`src/rtl/dhsbu_pkg.sv`:
```
// Shared constants and types for the debug halt / step / breakpoint unit.
// No dependencies; used by debug_halt_step_breakpoint_unit.
package dhsbu_pkg;

	localparam int BP_SLOTS   = 64;
	localparam int CORE_COUNT = 16;
	localparam int PC_WIDTH   = 32;

	localparam int BP_IDX_W   = (BP_SLOTS > 1) ? $clog2(BP_SLOTS) : 1;
	localparam int CORE_IDX_W = (CORE_COUNT > 1) ? $clog2(CORE_COUNT) : 1;

	localparam int BUDGET_W = 32;

	typedef enum logic [2:0] {
		REQ_PAUSE    = 3'd0,
		REQ_CONTINUE = 3'd1,
		REQ_STEP_ALL = 3'd2,
		REQ_STEP_CORE = 3'd3,
		REQ_ADD_BP   = 3'd4,
		REQ_DEL_BP   = 3'd5,
		REQ_CHECK    = 3'd6
	} req_t;

	typedef enum logic [1:0] {
		ST_DONE  = 2'd0,
		ST_STALL = 2'd1,
		ST_FULL  = 2'd2
	} status_t;

endpackage

```
`src/rtl/debug_halt_step_breakpoint_unit.sv`:
```
// Debug halt unit: pause flag, step budgets and a (core, PC) breakpoint table.
// Depends on dhsbu_pkg.
// Path: request register, then result register, which drives the outputs.
// Throughput: one request per cycle while rsp_stall holds no result; the breakpoint
// compare and first-free search are combinational logic between those two registers.
// Reset: asynchronous, active low; starts paused, budgets zero, breakpoint table empty,
// debug disabled. Breakpoint core/PC contents are not reset.
module debug_halt_step_breakpoint_unit (
	input  logic        clk,
	input  logic        arst_n,
	input  logic        cfg_valid,
	output logic        cfg_ready,
	input  logic        cfg_data,
	input  logic        req_valid,
	output logic        req_stall,
	input  logic [2:0]  req_type,
	input  logic [3:0]  core_index,
	input  logic [31:0] pc_value,
	input  logic [15:0] step_count,
	input  logic [5:0]  slot_index,
	input  logic        is_retry,
	output logic        rsp_valid,
	input  logic        rsp_stall,
	output logic [1:0]  status,
	output logic        breakpoint_hit,
	output logic [5:0]  slot_given,
	output logic        paused_now
);

	localparam int BP_SLOTS   = dhsbu_pkg::BP_SLOTS;
	localparam int CORE_COUNT = dhsbu_pkg::CORE_COUNT;
	localparam int PC_WIDTH   = dhsbu_pkg::PC_WIDTH;
	localparam int BP_IDX_W   = dhsbu_pkg::BP_IDX_W;
	localparam int CORE_IDX_W = dhsbu_pkg::CORE_IDX_W;
	localparam int BUDGET_W   = dhsbu_pkg::BUDGET_W;

	// configuration
	logic debug_en_q;

	// state
	logic                  paused_q;
	logic [BUDGET_W-1:0]   global_q;
	logic [BUDGET_W-1:0]   core_steps_q [CORE_COUNT];
	logic [BP_SLOTS-1:0]   bp_valid_q;
	logic [3:0]            bp_core_q [BP_SLOTS];
	logic [PC_WIDTH-1:0]   bp_pc_q [BP_SLOTS];

	// request register
	logic        valid_s1;
	logic [2:0]  req_s1;
	logic [3:0]  core_s1;
	logic [31:0] pc_s1;
	logic [15:0] count_s1;
	logic [5:0]  slot_s1;
	logic        retry_s1;

	// result register
	logic        valid_s2;
	logic [1:0]  status_s2;
	logic        hit_s2;
	logic [5:0]  given_s2;
	logic        paused_s2;

	logic adv;
	logic proc;

	// next-state / result logic
	logic [PC_WIDTH-1:0]   pc_m;
	logic [CORE_IDX_W-1:0] core_idx;
	logic [BP_IDX_W-1:0]   slot_idx;
	logic                  core_ok;
	logic                  slot_ok;
	logic [BP_SLOTS-1:0]   hit_vec;
	logic                  match;
	logic [BP_IDX_W-1:0]   free_idx;
	logic                  free_found;
	logic [BUDGET_W-1:0]   own;
	logic [BUDGET_W-1:0]   global_sat;
	logic [BUDGET_W-1:0]   own_sat;

	logic                  paused_d;
	logic [BUDGET_W-1:0]   global_d;
	logic                  core_clr_all;
	logic                  core_we;
	logic [BUDGET_W-1:0]   core_d;
	logic                  bp_set;
	logic                  bp_clr;
	logic [1:0]            status_d;
	logic                  hit_d;
	logic [5:0]            given_d;

	function automatic logic [BUDGET_W-1:0] sat_add(input logic [BUDGET_W-1:0] budget,
		input logic [15:0] cnt);
		logic [BUDGET_W:0] sum;
		logic [15:0]       n;
		n   = (cnt == 16'd0) ? 16'd1 : cnt;
		sum = {1'b0, budget} + (BUDGET_W+1)'(n);
		return sum[BUDGET_W] ? {BUDGET_W{1'b1}} : sum[BUDGET_W-1:0];
	endfunction

	assign cfg_ready = 1'b1;

	always_ff @(posedge clk or negedge arst_n) begin
		if (!arst_n) begin
			debug_en_q <= 1'b0;
		end else if (cfg_valid && cfg_ready) begin
			debug_en_q <= cfg_data;
		end
	end

	// handshake
	assign adv       = !valid_s2 || !rsp_stall;
	assign req_stall = valid_s1 && !adv;
	assign proc      = valid_s1 && adv;

	always_ff @(posedge clk or negedge arst_n) begin
		if (!arst_n) begin
			valid_s1 <= 1'b0;
		end else if (!req_stall) begin
			valid_s1 <= req_valid;
		end
	end

	always_ff @(posedge clk) begin
		if (req_valid && !req_stall) begin
			req_s1   <= req_type;
			core_s1  <= core_index;
			pc_s1    <= pc_value;
			count_s1 <= step_count;
			slot_s1  <= slot_index;
			retry_s1 <= is_retry;
		end
	end

	assign pc_m     = PC_WIDTH'(pc_s1);
	assign core_idx = CORE_IDX_W'(core_s1);
	assign slot_idx = BP_IDX_W'(slot_s1);
	assign core_ok  = 32'(core_s1) < CORE_COUNT;
	assign slot_ok  = 32'(slot_s1) < BP_SLOTS;

	always_comb begin
		for (int i = 0; i < BP_SLOTS; i++) begin
			hit_vec[i] = bp_valid_q[i] && (bp_core_q[i] == core_s1) && (bp_pc_q[i] == pc_m);
		end
	end
	assign match = |hit_vec;

	always_comb begin
		free_idx   = '0;
		free_found = 1'b0;
		for (int i = BP_SLOTS - 1; i >= 0; i--) begin
			if (!bp_valid_q[i]) begin
				free_idx   = BP_IDX_W'(i);
				free_found = 1'b1;
			end
		end
	end

	assign own        = core_ok ? core_steps_q[core_idx] : '0;
	assign global_sat = sat_add(global_q, count_s1);
	assign own_sat    = sat_add(own, count_s1);

	always_comb begin
		paused_d     = paused_q;
		global_d     = global_q;
		core_clr_all = 1'b0;
		core_we      = 1'b0;
		core_d       = own;
		bp_set       = 1'b0;
		bp_clr       = 1'b0;
		status_d     = dhsbu_pkg::ST_DONE;
		hit_d        = 1'b0;
		given_d      = '0;
		case (req_s1)
			dhsbu_pkg::REQ_PAUSE: begin
				paused_d = 1'b1;
			end
			dhsbu_pkg::REQ_CONTINUE: begin
				paused_d     = 1'b0;
				global_d     = '0;
				core_clr_all = 1'b1;
			end
			dhsbu_pkg::REQ_STEP_ALL: begin
				paused_d = 1'b1;
				global_d = global_sat;
			end
			dhsbu_pkg::REQ_STEP_CORE: begin
				if (core_ok) begin
					paused_d = 1'b1;
					core_we  = 1'b1;
					core_d   = own_sat;
				end
			end
			dhsbu_pkg::REQ_ADD_BP: begin
				if (free_found) begin
					bp_set  = 1'b1;
					given_d = 6'(free_idx);
				end else begin
					status_d = dhsbu_pkg::ST_FULL;
				end
			end
			dhsbu_pkg::REQ_DEL_BP: begin
				bp_clr = slot_ok;
			end
			dhsbu_pkg::REQ_CHECK: begin
				if (debug_en_q) begin
					if (!retry_s1 && match) begin
						hit_d    = 1'b1;
						paused_d = 1'b1;
					end
					if (paused_d) begin
						if (own != '0) begin
							core_we = 1'b1;
							core_d  = own - BUDGET_W'(1);
						end else if (global_q != '0) begin
							global_d = global_q - BUDGET_W'(1);
						end else begin
							status_d = dhsbu_pkg::ST_STALL;
						end
					end
				end
			end
			default: begin
			end
		endcase
	end

	// state update
	always_ff @(posedge clk or negedge arst_n) begin
		if (!arst_n) begin
			paused_q   <= 1'b1;
			global_q   <= '0;
			bp_valid_q <= '0;
			for (int c = 0; c < CORE_COUNT; c++) begin
				core_steps_q[c] <= '0;
			end
		end else if (proc) begin
			paused_q <= paused_d;
			global_q <= global_d;
			if (core_clr_all) begin
				for (int c = 0; c < CORE_COUNT; c++) begin
					core_steps_q[c] <= '0;
				end
			end else if (core_we) begin
				core_steps_q[core_idx] <= core_d;
			end
			if (bp_set) begin
				bp_valid_q[free_idx] <= 1'b1;
			end
			if (bp_clr) begin
				bp_valid_q[slot_idx] <= 1'b0;
			end
		end
	end

	always_ff @(posedge clk) begin
		if (proc && bp_set) begin
			bp_core_q[free_idx] <= core_s1;
			bp_pc_q[free_idx]   <= pc_m;
		end
	end

	// result register
	always_ff @(posedge clk or negedge arst_n) begin
		if (!arst_n) begin
			valid_s2 <= 1'b0;
		end else if (adv) begin
			valid_s2 <= valid_s1;
		end
	end

	always_ff @(posedge clk) begin
		if (proc) begin
			status_s2 <= status_d;
			hit_s2    <= hit_d;
			given_s2  <= given_d;
			paused_s2 <= paused_d;
		end
	end

	assign rsp_valid      = valid_s2;
	assign status         = status_s2;
	assign breakpoint_hit = hit_s2;
	assign slot_given     = given_s2;
	assign paused_now     = paused_s2;

	a_continue_clears: assert property (@(posedge clk) disable iff (!arst_n)
		proc && (req_s1 == dhsbu_pkg::REQ_CONTINUE) |=> !paused_q && (global_q == '0))
		else $error("continue did not clear pause and global budget");

	a_step_pauses: assert property (@(posedge clk) disable iff (!arst_n)
		proc && (req_s1 == dhsbu_pkg::REQ_STEP_ALL) |=> paused_q && (global_q != '0))
		else $error("step all did not pause or grant budget");

	a_hit_paused: assert property (@(posedge clk) disable iff (!arst_n)
		rsp_valid && breakpoint_hit |-> paused_now && (status != dhsbu_pkg::ST_FULL))
		else $error("breakpoint hit without pause");

	a_full_no_slot: assert property (@(posedge clk) disable iff (!arst_n)
		rsp_valid && (status == dhsbu_pkg::ST_FULL) |-> (slot_given == '0) && !breakpoint_hit)
		else $error("full status with a slot given");

	a_add_sets_valid: assert property (@(posedge clk) disable iff (!arst_n)
		proc && bp_set |=> bp_valid_q[$past(free_idx)])
		else $error("added breakpoint slot not valid");

endmodule
```
`config.mk`:
```
export PLATFORM = sky130hd
export DESIGN_NAME = debug_halt_step_breakpoint_unit
export DESIGN_NICKNAME = d
export VERILOG_FILES = /design/src/rtl/dhsbu_pkg.sv /design/src/rtl/debug_halt_step_breakpoint_unit.sv
export SDC_FILE = /design/constraint.sdc
export NUM_CORES = 2
export LEC_CHECK = 0
export ABC_CLOCK_PERIOD_IN_PS = 10950
export BUFFER_PORTS_ARGS = -buffer_cell sky130_fd_sc_hd__clkbuf_2
export CORE_MARGIN = 8
export CORE_UTILIZATION = 60
export DETAILED_ROUTE_END_ITERATION = 10
export PLACE_DENSITY = 0.82
export SYNTH_ARGS = -nofsm -noshare
export SYNTH_HDL_FRONTEND = slang
export SYNTH_SLANG_ARGS = --single-unit
```
`constraint.sdc`:
```
create_clock -name clk -period 10.95 [get_ports clk]
set_clock_uncertainty 0.15 [all_clocks]
set_input_delay 2.19 -clock clk [delete_from_list [all_inputs] [get_ports clk]]
set_output_delay 2.19 -clock clk [all_outputs]
set_load 0.005 [all_outputs]
```
Yosys cells after proc, flatten, opt, wreduce, memory -nomap -nowiden
Memories as Yosys holds them, arrays and structs flattened. Cells that the tools add are included.

Output and inout port bits: 13. Bits in registers: 684. Input bits: 68. Logic and storage cells: 517. Memories kept: 2. Memory bits (writable): 2304.

Memories: bp_pc_q (depth 64, bits a word 32, read ports 64, clocked after memory_dff 0, write ports 1, line debug_halt_step_breakpoint_unit.sv:46) `logic [PC_WIDTH-1:0] bp_pc_q [BP_SLOTS];`; bp_core_q (depth 64, bits a word 4, read ports 64, clocked after memory_dff 0, write ports 1, line debug_halt_step_breakpoint_unit.sv:45) `logic [3:0] bp_core_q [BP_SLOTS];`.

Reduce and logical (&&, ||, !) cells: 154. $add $sub $neg: 4. Order comparisons: 6. Bitwise operators: 4. Equality and inequality tests: 138. Mux-type cells: 177.

Operators by type and width (number): 32-bit equality test (64); 512-bit 2-to-1 mux (2); 512-bit bitwise mux (1); 32-bit 2-to-1 mux (12); 6-bit 2-to-1 mux (64); 4-bit equality test (64); 64-bit 2-to-1 mux (3); 1-bit logical AND (136); 32-bit binary-select mux with 4-bit select (1); 32-bit demux with 4-bit select (1); 32-bit case mux with 3 select lines (1); 1-bit 2-to-1 mux (84); 32-bit by 16-bit adder with 33-bit output (2); 64-bit AND (1); 64-bit inverter (1); 64-bit OR (1); 32-bit case mux with 2 select lines (1); 32-bit nonzero test (2); 64-bit OR reduction (1); 32-bit by 1-bit subtractor with 32-bit output (second input constant) (2); 16-bit logical NOT (1); 16-bit 2-to-1 mux (1); 6-bit by 7-bit less-than comparator with 1-bit output (second input constant) (2); 1-bit demux with 6-bit select (2); other kinds (20) (33).

Longest topological paths before layout
Word-level depth: 73. Depth in mapped cells: 29.

Least setup slack after synthesis
OpenSTA, ideal clock, no wires.

Path kind: reg2reg. Start point: reg core_s1[1], in the netlist core_idx[1]. End point: reg core_steps_q[281] in the netlist's numbering. Path slack: 3245 ps. Period minus slack after synthesis: 7705 ps. Stages on the path, launching flop included: 27. Data arrival time: 7419 ps. Cell sequence: edfxtp_1 > buf_4 > buf_4 > buf_4 > buf_2 > buf_2 > buf_2 > buf_2 > buf_4 > buf_1 > clkbuf_1 > mux4_2 > mux4_2 > ha_1 > a21o_1 > a21oi_1 > o21ai_0 > a41o_1 > a21boi_0 > o21bai_1 > nand2_1 > a211oi_1 > nand3_1 > o41ai_1 > a2bb2oi_1 > clkbuf_1 > o21ai_0.

Longest elaborated chain between the ends: 14. Elaborated cells on any way between the ends: 223. Those cells by class: add/sub: 2; order compare: 2; eq/ne: 64; mux: 20; bitwise: 1; reduce/logical: 134.

RTL lines: start, declared (line debug_halt_step_breakpoint_unit.sv:51) `logic [3:0] core_s1;`; start signal, assigned (line debug_halt_step_breakpoint_unit.sv:127) `core_s1 <= core_index;`; branches (longest 14 deep; another with 32-bit by 1-bit subtractor with 32-bit output); end signal, assigned by index (line debug_halt_step_breakpoint_unit.sv:245) `core_steps_q[core_idx] <= core_d;`; end, declared (line debug_halt_step_breakpoint_unit.sv:43) `logic [BUDGET_W-1:0] core_steps_q [CORE_COUNT];`.

Parallel ways; which one is timed is not known. The select of a mux whose other input is x is not followed. A chain may end at the register's enable or synchronous reset.

Worst setup path after layout
Start point: reg core_s1[0], in the netlist core_idx[0]. End point: reg core_steps_q[89] in the netlist's numbering.

Same word-level chain as after synthesis.

==> summary.md <==
| Metric | Value |
|---|---|
| Final instance area | 0.143 mm2 |
| # clock sinks | 2,988 |
| Initial antenna violation count | 12 |
| Final ANT Viol Nets | 0 |
| FF-to-FF End | core_steps_q[89] |
| Most frequent cells in the layout | 2,376 x edfxtp_1, 1,484 x xnor2_1, 814 x xor2_1 |
| Max Slew Vio Count | 0 |
| Die height | 480 um |
| Final WS setup | 3.50 ns |
| Clock root buffer | clkbuf_16 |
| Tcrit/Tclk final | 68.1% |
| Critical path class | flip-flop to flip-flop |
| Syn Area/Cell | 14.8 um2 |
| DR vias | 77,770 |
| Pin count of the biggest net entering global routing | 181 |
| Vias in the first global route | 78,424 |
| PwrDens | 170 mW/mm2 |
| Routed vias/inst | 6.57 |
| First-pass GRT wire length | 507 mm |
| Synth-to-Final Area Change | 10.6% |
| Top post-synthesis cells by area | edfxtp_1 55%, dfrtp_1 12%, xnor2_1 10% |
| Sw frac | 23.1% |
| Number of synthesized register bits | 2,988 |
| EDFF count, synth | 2,376 |
| Crit path time final | 7.45 ns |
| Pint | 18.7 mW |
| R2r setup slk | 3.50 ns |
| Layout Cells excl Fill | 11,837 |
| Max H-tree Level | 5 |
| Syn nets | 8,806 |
| Top-level port count | 81 |
| Avg WL per Cell | 28.7 um |
| Worst-case hold slack | 0.328 ns |
| Fmax achieved | 0.134 GHz |
| CP startpoint kind | flip-flop |
| Maximum vdd ir drop | 0.165 mV |
| Total gr overflow | 0 |
| Post-CTS Resized | 0 |
| Final setup viols | 0 |
| Area after DPL | 0.133 mm2 |
| Synth Flop Type | edfxtp_1 |
| Rows | 170 |
| YS warnings | 0 |
| Min-Delay Path Class | flip-flop to flip-flop |
| Final hold vios | 0 |
| CTS tree | done |
| DRT iter0 DRCs | 9,398 |
| Final Util | 66.7% |
| DRC viols | 0 |
| Hold depth | 2 |
| Crit end category | flip-flop |
| Routability Congestion | 0.934 |
| Placed cell count | 11,301 |
| Post-CTS setup repair buffer count | 0 |
| Register area share after synthesis | 67.1% |
| Worst-skew pair later-pin latency | 0.95 ns |
| Status | finished clean |
| Layout cells sized above 1 | 10.7% |
| Max Cap Violations | 0 |
| PortBufs | 79 |
| Clock-pin slew on the worst setup and hold paths | 0.06 ns |
| Sequential share of power | 51.3% |
| Synth cell types | 91 |
| Worst r2r src | core_idx[0] |
| Clock power frac | 41.3% |
| Slew @ Worst Pin | 1.44 ns |
| Hold-fix buffers, CTS | 0 |
| Hold Path End | core_steps_q[47] |
| Worst endpoint data arrival time | 8.05 ns |
| GRT Resource Usage Total | 29.0% |
| Leakage Power | 48.2 nW |
| R2R depth | 18 |
| Pwr Total | 24.3 mW |
| Mapped Area | 0.129 mm2 |
| Fill cells | 13,754 |
| Die area | 0.230 mm2 |
| Logic gate share of total power | 7.4% |
| RSZ-0062 raised after global routing | no |
| TritonCTS Buffers | 309 |
| Detailed Route WL | 340 mm |
| Dpl ws | 3.67 ns |
| FFs w/ async S/R, synth | 20.5% |
| Post-detail-place hpwl | 197 mm |
| Clock tree buffer depth | 4 |
| Initial core utilization | 60.3% |
| Required time of the worst setup path | 11.55 ns |
| DRT Pass-1 Iters | 8 |
| Area share of the largest cell type after synthesis | 55.2% |
| Critical path launch point | core_idx[0] |
| Die W | 480 um |
| Relative slew slack | 3.46% |
| Final setup TNS | 0 ns |
| Synth area leader | edfxtp_1 |
| Core area | 0.214 mm2 |
| Commonest non-fill, non-tap cell in the layout | edfxtp_1 |
| Mapped Cells | 8,702 |
| Layout Nets | 8,878 |
| CP Max Fanout | 84 |
| P_sw | 5.61 mW |
| Worst hold start | core_steps_q[47] |
[sequential cells by signal, indices dropped and copies added, names as in the netlist, 2 cells and up]
register,count
bp_pc_q,2048
slot_given,6
pc_m,32
global_q,32
bp_valid_q,64
status,2
slot_idx,6
core_idx,4
count_s1,16
core_steps_q,512
req_s1,3
bp_core_q,256
[kinds of logic (layout without fill, tap and decap cells)]
logic type      count (synthesis)  in the layout  share of synthesized area (%)
fa+ha+maj                      36             36                          0.360
xor+xnor                     2298           2298                           15.6
mux                           167            167                           2.83
simple gates                 1628           1628                           6.76
compound gates                995            995                           5.50
buf+inv                       589            879                           1.89
flops                        2988           2988                           67.1
other cells                     1              8                        0.00290
[power groups by stage]
stage	Sequential, mW	Clock [mW]	Combinational, mW
2_1_floorplan	12.7	0	1.07
3_3_place_gp	12.7	0	1.70
3_5_place_dp	12.7	0	1.76
4_1_cts	12.5	10.1	1.78
5_1_grt	12.5	10.5	1.91
6_report	12.5	10.0	1.80
[layer usage]
layer  vias up  part of all wire, %  GRT usage [%]
li1      32474                    -              -
met1     39641                   38           38.8
met2      4704                   48           47.3
met3       943                  9.9           5.20
met4         8                  4.6           12.2
met5         -                0.016              0
[worst max path at each step]
stage,cells past startpoint,slack [ns],to
after floorplan,26,3.25,core_steps_q[281]
after global placement,18,3.65,core_steps_q[157]
after detailed placement,18,3.67,core_steps_q[281]
after CTS,18,3.57,core_steps_q[89]
after global routing,18,2.98,core_steps_q[185]
final,18,3.50,core_steps_q[89]
[Yosys cell counts, types with 29 or more instances]
library cell,instances
a21oi_1,93
a22o_1,325
a2bb2oi_1,33
a31oi_1,29
and3_1,51
buf_1,97
buf_2,94
clkbuf_1,290
dfrtp_1,611
edfxtp_1,2376
ha_1,34
inv_1,82
mux4_2,158
nand2_1,328
nand3_1,132
nand4_1,417
nor2_1,187
nor3_1,77
nor4_1,297
o21ai_0,223
o21ai_1,88
xnor2_1,1484
xor2_1,814
[cell type report]
class                           instances  area (um2)  share of cell area (%)
Inverter                               85         319                   0.223
Antenna cell                            7        17.5                  0.0123
Tap cell                             2838        3550                    2.48
Clock inverter                        139        1230                   0.859
Timing Repair Buffer                  265        2280                    1.59
Sequential cell                      2988       86700                    60.6
Clock buffer                          390        8210                    5.75
Multi-Input combinational cell       5125       40700                    28.4
[critical path: stages (launching register included)]
cell	delay [ns]
edfxtp_1	1.01
buf_12	0.52
mux4_2	0.60
mux4_2	0.56
ha_1	0.23
inv_1	0.08
fa_1	0.23
nor2b_1	0.06
o21ai_0	0.25
a21bo_2	0.21
a221o_1	0.19
a31oi_1	0.11
o31ai_1	0.29
a21o_1	0.29
or3_1	0.61
nand2_1	0.22
o41ai_1	0.30
a2bb2oi_1	1.01
o21ai_0	0.25
Note: power is estimated with default switching activity, not from simulation.
